--- src/rtl/core/assert_macros.svh ---
// Assertion helpers. Define ASSERT_OFF to drop every check.
`ifndef ASSERT_MACROS_SVH
`define ASSERT_MACROS_SVH

`ifndef ASSERT_OFF
`define PPS_ASSERT(lbl, prop, msg) \
  lbl: assert property (@(posedge clk) disable iff (!rst_n) (prop)) else $error(msg);
`define PPS_ASSERT_NEVER(lbl, cond, msg) \
  lbl: assert property (@(posedge clk) disable iff (!rst_n) !(cond)) else $error(msg);
`else
`define PPS_ASSERT(lbl, prop, msg)
`define PPS_ASSERT_NEVER(lbl, cond, msg)
`endif

`endif

--- src/rtl/core/pps_pkg.sv ---
package pps_pkg;

  localparam int ARR_W   = 16;
  localparam int BURST_W = 12;
  localparam int PRIO_W  = 8;
  localparam int PID_W   = 5;
  localparam int RES_W   = 17;
  localparam int IN_W    = 40;
  localparam int OUT_W   = 80;
  localparam int OUT_PAD = OUT_W - PID_W - 4 * RES_W;

  typedef struct packed {
    logic [PRIO_W-1:0]  prio;
    logic [BURST_W-1:0] burst;
    logic [ARR_W-1:0]   arrival;
  } rec_t;

  typedef struct packed {
    logic clear;
    logic vld;
  } scan_ctl_t;

  typedef struct packed {
    logic             found;
    logic [ARR_W-1:0] next_arr;
  } scan_sum_t;

  typedef enum logic [4:0] {
    S_LOAD = 5'b00001,
    S_SCAN = 5'b00010,
    S_UPD  = 5'b00100,
    S_ORD  = 5'b01000,
    S_OLD  = 5'b10000
  } state_t;

endpackage

--- src/rtl/core/pps_ram.sv ---
module pps_ram #(
  parameter int WIDTH = 8,
  parameter int DEPTH = 16
) (
  input  logic                                  clk,
  input  logic                                  we,
  input  logic [(DEPTH > 1 ? $clog2(DEPTH) : 1)-1:0] waddr,
  input  logic [WIDTH-1:0]                      wdata,
  input  logic [(DEPTH > 1 ? $clog2(DEPTH) : 1)-1:0] raddr,
  output logic [WIDTH-1:0]                      rdata
);

  logic [WIDTH-1:0] mem [DEPTH];

  always_ff @(posedge clk) begin
    if (we) begin
      mem[waddr] <= wdata;
    end
    rdata <= mem[raddr];
  end

endmodule

--- src/rtl/core/pps_scan.sv ---
// Shared compare unit: walks the table one entry a cycle and keeps the best
// ready process plus the earliest pending arrival.
module pps_scan #(
  parameter int IDX_W  = 4,
  parameter int TIME_W = 17,
  parameter int DYN_W  = 47
) (
  input  logic                clk,
  input  logic                rst_n,
  input  pps_pkg::scan_ctl_t  ctl,
  input  logic [IDX_W-1:0]    idx,
  input  pps_pkg::rec_t       rec,
  input  logic [DYN_W-1:0]    dyn,
  input  logic [TIME_W-1:0]   cur_time,
  output pps_pkg::scan_sum_t  sum,
  output logic [IDX_W-1:0]    pick_idx,
  output logic [DYN_W-1:0]    pick_dyn
);
  import pps_pkg::*;

  logic               found_r, found_nxt;
  logic [PRIO_W-1:0]  best_r, best_nxt;
  logic [IDX_W-1:0]   pick_r, pick_nxt;
  logic [DYN_W-1:0]   pdyn_r, pdyn_nxt;
  logic [ARR_W-1:0]   next_r, next_nxt;
  logic [BURST_W-1:0] rem;
  logic               live, rdy, better;

  assign rem    = dyn[DYN_W-1 -: BURST_W];
  assign live   = (rem != '0);
  assign rdy    = live && (TIME_W'(rec.arrival) <= cur_time);
  // strict compare keeps the lowest index on a tie
  assign better = rdy && (!found_r || (rec.prio > best_r));

  always_comb begin
    found_nxt = found_r;
    best_nxt  = best_r;
    pick_nxt  = pick_r;
    pdyn_nxt  = pdyn_r;
    next_nxt  = next_r;
    if (ctl.clear) begin
      found_nxt = 1'b0;
      next_nxt  = '1;
    end else if (ctl.vld) begin
      if (better) begin
        found_nxt = 1'b1;
        best_nxt  = rec.prio;
        pick_nxt  = idx;
        pdyn_nxt  = dyn;
      end
      if (live && (rec.arrival < next_r)) begin
        next_nxt = rec.arrival;
      end
    end
  end

  always_ff @(posedge clk) begin
    if (!rst_n) begin
      found_r <= 1'b0;
    end else begin
      found_r <= found_nxt;
    end
    best_r <= best_nxt;
    pick_r <= pick_nxt;
    pdyn_r <= pdyn_nxt;
    next_r <= next_nxt;
  end

  assign sum.found    = found_r;
  assign sum.next_arr = next_r;
  assign pick_idx     = pick_r;
  assign pick_dyn     = pdyn_r;

endmodule

--- src/rtl/core/preemptive_priority_scheduler.sv ---
// Preemptive priority scheduler. Process records load one beat per cycle into
// a table of MAX_PROCS entries; the beat with tlast, or the one that fills the
// table, starts the run. For each simulated time unit (and each idle jump to the
// next arrival), one compare unit reads the table one entry a cycle, then the
// update state writes the chosen entry. When all processes are done, one result
// beat per process goes out in load order, each once the one before has been
// taken, the final one with tlast. The input is closed from the last record of
// a batch until the final result sits in the output register; a new batch may
// then load while that beat waits.
`include "assert_macros.svh"

module preemptive_priority_scheduler #(
  parameter int MAX_PROCS = 16
) (
  input  logic                   clk,
  input  logic                   rst_n,
  input  logic                   in_tvalid,
  output logic                   in_tready,
  // arrival_time[15:0], burst_time[27:16], priority_req[35:28], zero pad
  input  logic [pps_pkg::IN_W-1:0]  in_tdata,
  input  logic                   in_tlast,
  output logic                   out_tvalid,
  input  logic                   out_tready,
  // process_id[4:0], completion_time[21:5], turnaround_time[38:22],
  // waiting_time[55:39], response_time[72:56], zero pad
  output logic [pps_pkg::OUT_W-1:0] out_tdata,
  output logic                   out_tlast
);
  import pps_pkg::*;

  localparam int IDX_W  = (MAX_PROCS > 1) ? $clog2(MAX_PROCS) : 1;
  localparam int CNT_W  = $clog2(MAX_PROCS + 1);
  // latest finish: max arrival plus every burst back to back
  localparam int TIME_W = $clog2(65536 + MAX_PROCS * 4096);
  // dynamic word: remaining, started, first run, completion
  localparam int DYN_W  = BURST_W + 1 + 2 * TIME_W;

  state_t              state_r, state_nxt;
  logic [CNT_W-1:0]    cnt_r, cnt_nxt;
  logic [CNT_W-1:0]    fin_r, fin_nxt;
  logic [TIME_W-1:0]   time_r, time_nxt;
  logic [CNT_W-1:0]    rd_idx_r, rd_idx_nxt;
  logic                eval_vld_r, eval_vld_nxt;
  logic [IDX_W-1:0]    eval_idx_r, eval_idx_nxt;
  logic [IDX_W-1:0]    out_i_r, out_i_nxt;
  logic                out_valid_r, out_valid_nxt;
  logic [OUT_W-1:0]    out_data_r, out_data_nxt;
  logic                out_last_r, out_last_nxt;

  logic                in_acc;
  rec_t                in_rec;
  logic [BURST_W-1:0]  burst_fix;

  logic                st_we;
  logic [IDX_W-1:0]    st_waddr;
  rec_t                st_rdata;
  logic                dy_we;
  logic [IDX_W-1:0]    dy_waddr;
  logic [DYN_W-1:0]    dy_wdata, dy_rdata;
  logic [IDX_W-1:0]    rd_addr;

  scan_ctl_t           sc_ctl;
  scan_sum_t           sc_sum;
  logic [IDX_W-1:0]    pick_idx;
  logic [DYN_W-1:0]    pick_dyn;
  logic [BURST_W-1:0]  rem_p;
  logic                started_p;
  logic [TIME_W-1:0]   fr_p, fr_new, next_t;

  logic [TIME_W-1:0]   ct, arr_t, tat, wt, rt;
  logic [CNT_W-1:0]    pid_full;
  logic                is_final;

  assign in_tready = (state_r == S_LOAD);
  assign in_acc    = in_tvalid && in_tready;
  assign in_rec    = rec_t'(in_tdata[ARR_W+BURST_W+PRIO_W-1:0]);
  assign burst_fix = (in_rec.burst == '0) ? BURST_W'(1) : in_rec.burst;

  assign rem_p     = pick_dyn[DYN_W-1 -: BURST_W];
  assign started_p = pick_dyn[2*TIME_W];
  assign fr_p      = pick_dyn[2*TIME_W-1 -: TIME_W];
  assign fr_new    = started_p ? fr_p : time_r;
  assign next_t    = (TIME_W'(sc_sum.next_arr) > time_r) ? TIME_W'(sc_sum.next_arr)
                                                        : time_r + TIME_W'(1);

  assign ct       = dy_rdata[TIME_W-1:0];
  assign arr_t    = TIME_W'(st_rdata.arrival);
  assign tat      = ct - arr_t;
  assign wt       = tat - TIME_W'(st_rdata.burst);
  assign rt       = dy_rdata[2*TIME_W-1 -: TIME_W] - arr_t;
  assign pid_full = CNT_W'(out_i_r) + CNT_W'(1);
  assign is_final = (pid_full == cnt_r);

  assign rd_addr  = (state_r == S_SCAN) ? rd_idx_r[IDX_W-1:0] : out_i_r;

  always_comb begin
    state_nxt     = state_r;
    cnt_nxt       = cnt_r;
    fin_nxt       = fin_r;
    time_nxt      = time_r;
    rd_idx_nxt    = rd_idx_r;
    eval_vld_nxt  = 1'b0;
    eval_idx_nxt  = rd_idx_r[IDX_W-1:0];
    out_i_nxt     = out_i_r;
    out_valid_nxt = out_valid_r;
    out_data_nxt  = out_data_r;
    out_last_nxt  = out_last_r;
    st_we         = 1'b0;
    st_waddr      = cnt_r[IDX_W-1:0];
    dy_we         = 1'b0;
    dy_waddr      = cnt_r[IDX_W-1:0];
    dy_wdata      = {burst_fix, 1'b0, {(2*TIME_W){1'b0}}};
    sc_ctl.clear  = 1'b0;
    sc_ctl.vld    = 1'b0;

    if (out_valid_r && out_tready) begin
      out_valid_nxt = 1'b0;
    end

    case (state_r)
      S_LOAD: begin
        if (in_acc) begin
          st_we   = 1'b1;
          dy_we   = 1'b1;
          cnt_nxt = cnt_r + CNT_W'(1);
          if (in_tlast || (cnt_r == CNT_W'(MAX_PROCS - 1))) begin
            state_nxt    = S_SCAN;
            fin_nxt      = '0;
            time_nxt     = '0;
            rd_idx_nxt   = '0;
            sc_ctl.clear = 1'b1;
          end
        end
      end
      S_SCAN: begin
        sc_ctl.vld = eval_vld_r;
        if (rd_idx_r != cnt_r) begin
          eval_vld_nxt = 1'b1;
          rd_idx_nxt   = rd_idx_r + CNT_W'(1);
        end else if (!eval_vld_r) begin
          state_nxt = S_UPD;
        end
      end
      S_UPD: begin
        rd_idx_nxt = '0;
        if (sc_sum.found) begin
          dy_we    = 1'b1;
          dy_waddr = pick_idx;
          dy_wdata = {rem_p - BURST_W'(1), 1'b1, fr_new, time_r + TIME_W'(1)};
          time_nxt = time_r + TIME_W'(1);
          if (rem_p == BURST_W'(1)) begin
            fin_nxt = fin_r + CNT_W'(1);
          end
        end else begin
          time_nxt = next_t;
        end
        if (sc_sum.found && (rem_p == BURST_W'(1)) && (fin_r + CNT_W'(1) == cnt_r)) begin
          state_nxt = S_ORD;
          out_i_nxt = '0;
        end else begin
          state_nxt    = S_SCAN;
          sc_ctl.clear = 1'b1;
        end
      end
      S_ORD: begin
        if (!out_valid_r) begin
          state_nxt = S_OLD;
        end
      end
      S_OLD: begin
        out_valid_nxt = 1'b1;
        out_data_nxt  = {{OUT_PAD{1'b0}}, rt[RES_W-1:0], wt[RES_W-1:0],
                         tat[RES_W-1:0], ct[RES_W-1:0], PID_W'(pid_full)};
        out_last_nxt  = is_final;
        if (is_final) begin
          state_nxt = S_LOAD;
          cnt_nxt   = '0;
          fin_nxt   = '0;
        end else begin
          state_nxt = S_ORD;
          out_i_nxt = out_i_r + IDX_W'(1);
        end
      end
      default: begin
        state_nxt = S_LOAD;
        cnt_nxt   = '0;
      end
    endcase
  end

  always_ff @(posedge clk) begin
    if (!rst_n) begin
      state_r     <= S_LOAD;
      cnt_r       <= '0;
      fin_r       <= '0;
      time_r      <= '0;
      rd_idx_r    <= '0;
      eval_vld_r  <= 1'b0;
      out_i_r     <= '0;
      out_valid_r <= 1'b0;
    end else begin
      state_r     <= state_nxt;
      cnt_r       <= cnt_nxt;
      fin_r       <= fin_nxt;
      time_r      <= time_nxt;
      rd_idx_r    <= rd_idx_nxt;
      eval_vld_r  <= eval_vld_nxt;
      out_i_r     <= out_i_nxt;
      out_valid_r <= out_valid_nxt;
    end
    eval_idx_r <= eval_idx_nxt;
    out_data_r <= out_data_nxt;
    out_last_r <= out_last_nxt;
  end

  pps_ram #(
    .WIDTH ($bits(rec_t)),
    .DEPTH (MAX_PROCS)
  ) u_static_ram (
    .clk   (clk),
    .we    (st_we),
    .waddr (st_waddr),
    .wdata ({in_rec.prio, burst_fix, in_rec.arrival}),
    .raddr (rd_addr),
    .rdata (st_rdata)
  );

  pps_ram #(
    .WIDTH (DYN_W),
    .DEPTH (MAX_PROCS)
  ) u_dyn_ram (
    .clk   (clk),
    .we    (dy_we),
    .waddr (dy_waddr),
    .wdata (dy_wdata),
    .raddr (rd_addr),
    .rdata (dy_rdata)
  );

  pps_scan #(
    .IDX_W  (IDX_W),
    .TIME_W (TIME_W),
    .DYN_W  (DYN_W)
  ) u_scan (
    .clk      (clk),
    .rst_n    (rst_n),
    .ctl      (sc_ctl),
    .idx      (eval_idx_r),
    .rec      (st_rdata),
    .dyn      (dy_rdata),
    .cur_time (time_r),
    .sum      (sc_sum),
    .pick_idx (pick_idx),
    .pick_dyn (pick_dyn)
  );

  assign out_tvalid = out_valid_r;
  assign out_tdata  = out_data_r;
  assign out_tlast  = out_last_r;

  `PPS_ASSERT(a_load_room, (state_r == S_LOAD) |-> (cnt_r < CNT_W'(MAX_PROCS)), "load with full table")
  `PPS_ASSERT(a_fin_bound, fin_r <= cnt_r, "finished count past entry count")
  `PPS_ASSERT(a_pick_live, ((state_r == S_UPD) && sc_sum.found) |-> (rem_p != '0), "picked a finished process")
  `PPS_ASSERT(a_out_src, $rose(out_valid_r) |-> $past(state_r == S_OLD), "result beat from wrong state")

endmodule

--- config.mk ---
export PLATFORM = sky130hd
export DESIGN_NAME = preemptive_priority_scheduler
export DESIGN_NICKNAME = d
export VERILOG_FILES = /design/src/rtl/core/pps_pkg.sv /design/src/rtl/core/pps_ram.sv /design/src/rtl/core/pps_scan.sv /design/src/rtl/core/preemptive_priority_scheduler.sv
export VERILOG_INCLUDE_DIRS = /design/src /design/src/rtl/core
export SDC_FILE = /design/constraint.sdc
export NUM_CORES = 2
export LEC_CHECK = 0
export BUFFER_PORTS_ARGS = -buffer_cell sky130_fd_sc_hd__buf_2
export CAP_MARGIN = 30
export CORE_MARGIN = 2
export CORE_UTILIZATION = 50
export DETAILED_ROUTE_END_ITERATION = 8
export MAX_ROUTING_LAYER = met4
export PLACE_DENSITY = 0.66
export SETUP_SLACK_MARGIN = 0.1
export SKIP_CTS_REPAIR_TIMING = 1
export SLEW_MARGIN = 5
export SYNTH_ARGS = -nofsm -noshare
export SYNTH_HDL_FRONTEND = slang
export SYNTH_SLANG_ARGS = --single-unit
--- constraint.sdc ---
create_clock -name clk -period 6.7 [get_ports clk]
set_input_delay 0.67 -clock clk [delete_from_list [all_inputs] [get_ports clk]]
set_output_delay 0.67 -clock clk [all_outputs]
set_load 0.02 [all_outputs]
==> Flow_metrics.wiki <==
{| class="wikitable"
! Metric !! Value
|-
| Leakage dissipation || approximately 0.024 µW
|-
| Ports placed on the boundary || ~130
|-
| Average cell area after synthesis || 18.1 µm²
|-
| CTS Buffer Depth || 3
|-
| Final-layout fill cell count || 9461
|-
| Vertical extent of the die || 360 µm
|-
| Clock edge transition at the registers on the reported setup and hold paths || 0.06 ns
|-
| Number of detailed-route iterations in the first pass || 5
|-
| Commonest non-fill, non-tap cells in the layout || 1444 x sky130_fd_sc_hd__edfxtp_1, 332 x sky130_fd_sc_hd__mux4_2, 247 x sky130_fd_sc_hd__nand2_1, 156 x sky130_fd_sc_hd__clkbuf_16, 147 x sky130_fd_sc_hd__dfxtp_1
|-
| Cts bufs inserted || 155
|-
| Total power per unit cell area || 287 nW/µm²
|-
| Die Footprint || around 130000 µm²
|-
| Fraction of layout instances using a drive strength above 1 || 21.5%
|-
| Number of nets with antenna violations after detailed routing || 0
|-
| Slew at the pin with the worst max-slew slack || 1.12 ns
|-
| Clock latency on the worst-skew pair || 0.79 ns
|-
| Kind of path behind the tightest hold check || input port to flip-flop
|-
| Final setup fails || 0
|-
| Cell area after synthesis || 63200 µm²
|-
| Post-detailed-route DRC marker count || 0
|-
| Num rows || 130
|-
| Detailed router's first-iteration violation count || 3460
|-
| Ys flop type || sky130_fd_sc_hd__edfxtp_1
|-
| Maximum number of pins on one net before global-route repair || around 120
|-
| WL/cell || 27.2 µm
|-
| First-pass GRT wire length || 219000 µm
|-
| Peak supply drop || 0.000170 V
|-
| Initial antenna violation count || 6
|-
| Worst slack at placement || ~2.1 ns
|-
| TritonCTS clock tree || done
|-
| Final max-slew violation count || 0
|-
| Post-layout min period || 4.56 ns
|-
| Final Cycle Share || around two thirds
|-
| Total clock sinks || between 1500 and 2000
|-
| Portion of synthesized cell area occupied by the leading cell type || 68.6%
|-
| Setup Crit Path Kind || flip-flop to flip-flop
|-
| Final RePlAce weighted congestion || 0.884
|-
| Detailed Place HPWL || 84100 µm
|-
| Signed area change from the synthesized netlist to the final layout || 13.0%
|-
| Critical path startpoint || u_static_ram.rdata[1]
|-
| Cell taking the most area after synthesis || sky130_fd_sc_hd__edfxtp_1
|-
| Slew headroom || 25.2%
|-
| Outcome || complete, no violations
|-
| Number of maximum-capacitance violations || 0
|-
| Fmax || 0.219 GHz
|-
| Data arrival time of the critical path || 5.09 ns
|-
| Net count reported at finish || about 3800
|-
| H-tree depth || 4
|-
| Final Hold Viols || 0
|-
| Post-detailed-route via-to-cell ratio || 6.05
|-
| Total global routing overflow || 0
|-
| Final clock skew || roughly 0.028 ns
|-
| Beginning of the worst register-to-register path || u_static_ram.rdata[1]
|-
| Total Power || between 20000 and 25000 µW
|-
| Type of element capturing the critical path || flip-flop
|-
| Final Routed Wirelength || 149000 µm
|-
| Number of enable-type register cells in the synthesized netlist || 1444
|-
| Cell at the root of the clock tree || sky130_fd_sc_hd__clkbuf_16
|-
| Floorplan core area || 126000 µm²
|-
| Sequential-to-total area share from yosys stat || 73.2%
|-
| RSZ-0062 raised after global routing || false
|-
| Leading cell type in the layout, fill and taps excluded || sky130_fd_sc_hd__edfxtp_1
|-
| Total GRT Usage || about a quarter
|-
| Min setup slack post-route || 2.14 ns
|-
| Worst EP required || 7.22 ns
|-
| Startpoint type of the worst setup path || flip-flop
|-
| Total of flip-flops plus latches after synthesis || 1591
|-
| Number of warnings issued by yosys || 0
|-
| Distinct cells, synth || 70
|-
| Share of synthesized flip-flops with an asynchronous set or reset || 0%
|-
| Maximum fanout count along the critical path || 4
|-
| Horizontal die dimension || 360 µm
|-
| Synth Instances || 3494
|-
| Overall via count from detail_route || 33100
|-
| Worst min-delay path startpoint || out_tready
|-
| Initial Util || approximately 50%
|-
| Vias in the first global route || 32700
|-
| Count of port buffers added during placement || between 100 and 150
|-
| Total Negative Setup Slacks || 0 ns
|-
| Top cells by area, synth || sky130_fd_sc_hd__edfxtp_1 69%, sky130_fd_sc_hd__mux4_2 12%, sky130_fd_sc_hd__dfxtp_1 4.7%
|}
## report_power, final
| group | switching (µW) | internal, µW |
|---|---|---|
| sequential | 97.7 | 11000 |
| combinational | 722 | 423 |
| clock | 3650 | 4600 |
## layer usage
layer | track usage, % | wire length, µm | vias up
met5 | - | 0 | -
met4 | 6.81 | 3690 | 0
met3 | 4.04 | 10500 | 201
met2 | 36.3 | 70600 | 1258
met1 | 33.3 | 64000 | 17400
li1 | - | - | 14300
## path summary, 6_finish.rpt
path | endpoint | slack [ns] | cells after the start
worst max-delay path | out_tdata[55] | 2.14 | 16
worst min-delay path | out_tvalid | 0.20 | 3
worst max register to register | out_tdata[55] | 2.14 | 16
worst min register to register | u_scan.pick_dyn[34] | 0.39 | 0
## cells in the mapped netlist (all sizes together) (18+ instances only)
library cell / number
edfxtp: 1444
a31oi: 94
nor2b: 19
nor3: 43
xor2: 24
buf: 58
xnor2: 46
clkbuf: 124
dfxtp: 147
inv: 99
ha: 110
o21ai: 51
a21oi: 51
nand2: 249
and2: 91
a21o: 26
nor2: 154
nand3: 24
mux4: 332
o21a: 22
o311ai: 18
a211oi: 92
mux2i: 42
## stage by stage
stage | util, % | cells | cell area, µm² | hold WS (ns)
floorplan | - | 3500 | 63300 | 0.386
global placement | 52.7 | 5157 | 66200 | 0.387
detailed placement | 53.0 | 5176 | 66600 | 0.390
CTS | 56.9 | 5460 | 71400 | 0.144
global route | 56.9 | 5471 | 71500 | 0.173
finish | 56.9 | 5473 | 71500 | 0.204
## registers in the layout, indices dropped and copies added, names as in the netlist, 8 cells and up
signal and cells:
u_scan.pick_dyn 30, u_scan.next_r 16, out_tdata 73, time_r 17, u_static_ram.rdata 36, u_static_ram.mem 576
u_dyn_ram.rdata 47, u_scan.best_r 8, u_dyn_ram.mem 752
## critical path, stage by stage, from the launching register on
cell and delay, ns:
sky130_fd_sc_hd__dfxtp_1 0.44, sky130_fd_sc_hd__inv_1 0.21, sky130_fd_sc_hd__ha_1 0.33, sky130_fd_sc_hd__nor2b_1 0.13, sky130_fd_sc_hd__o31a_1 0.28, sky130_fd_sc_hd__o21ai_0 0.21
sky130_fd_sc_hd__nor2b_1 0.19, sky130_fd_sc_hd__xnor2_1 0.21, sky130_fd_sc_hd__ha_1 0.33, sky130_fd_sc_hd__o21ai_0 0.23, sky130_fd_sc_hd__nand2_1 0.09, sky130_fd_sc_hd__a31oi_1 0.27
sky130_fd_sc_hd__o21a_1 0.21, sky130_fd_sc_hd__o21ai_0 0.18, sky130_fd_sc_hd__nor3_1 0.34, sky130_fd_sc_hd__or3b_2 0.51, sky130_fd_sc_hd__xnor2_1 0.14
## layout make-up
cell class / instances / area, µm² / area share, %
sequential: 1591 / 46300 / 64.8
multi-input combinational: 1626 / 16100 / 22.6
clock buffer: 201 / 4120 / 5.77
tap: 1650 / 2060 / 2.89
timing repair buffer: 216 / 1800 / 2.52
clock inverter: 83 / 657 / 0.919
inverter: 101 / 380 / 0.532
antenna: 5 / 12.5 / 0.0175
## logic make-up (layout without fill, tap and decap cells)
logic type | count (synthesis) | after routing | synth area share (%)
other | 1 | 12 | 0.00593
flip-flops | 1591 | 1591 | 73.2
adder cells (fa/ha/maj) | 113 | 113 | 2.27
multiplexers | 376 | 376 | 12.5
buffers and inverters | 283 | 601 | 1.81
XOR/XNOR | 71 | 71 | 1.00
AO/OA/AOI/OAI | 408 | 408 | 4.39
AND/OR/NAND/NOR | 651 | 651 | 4.79
Power figures use the tool's default switching activity.
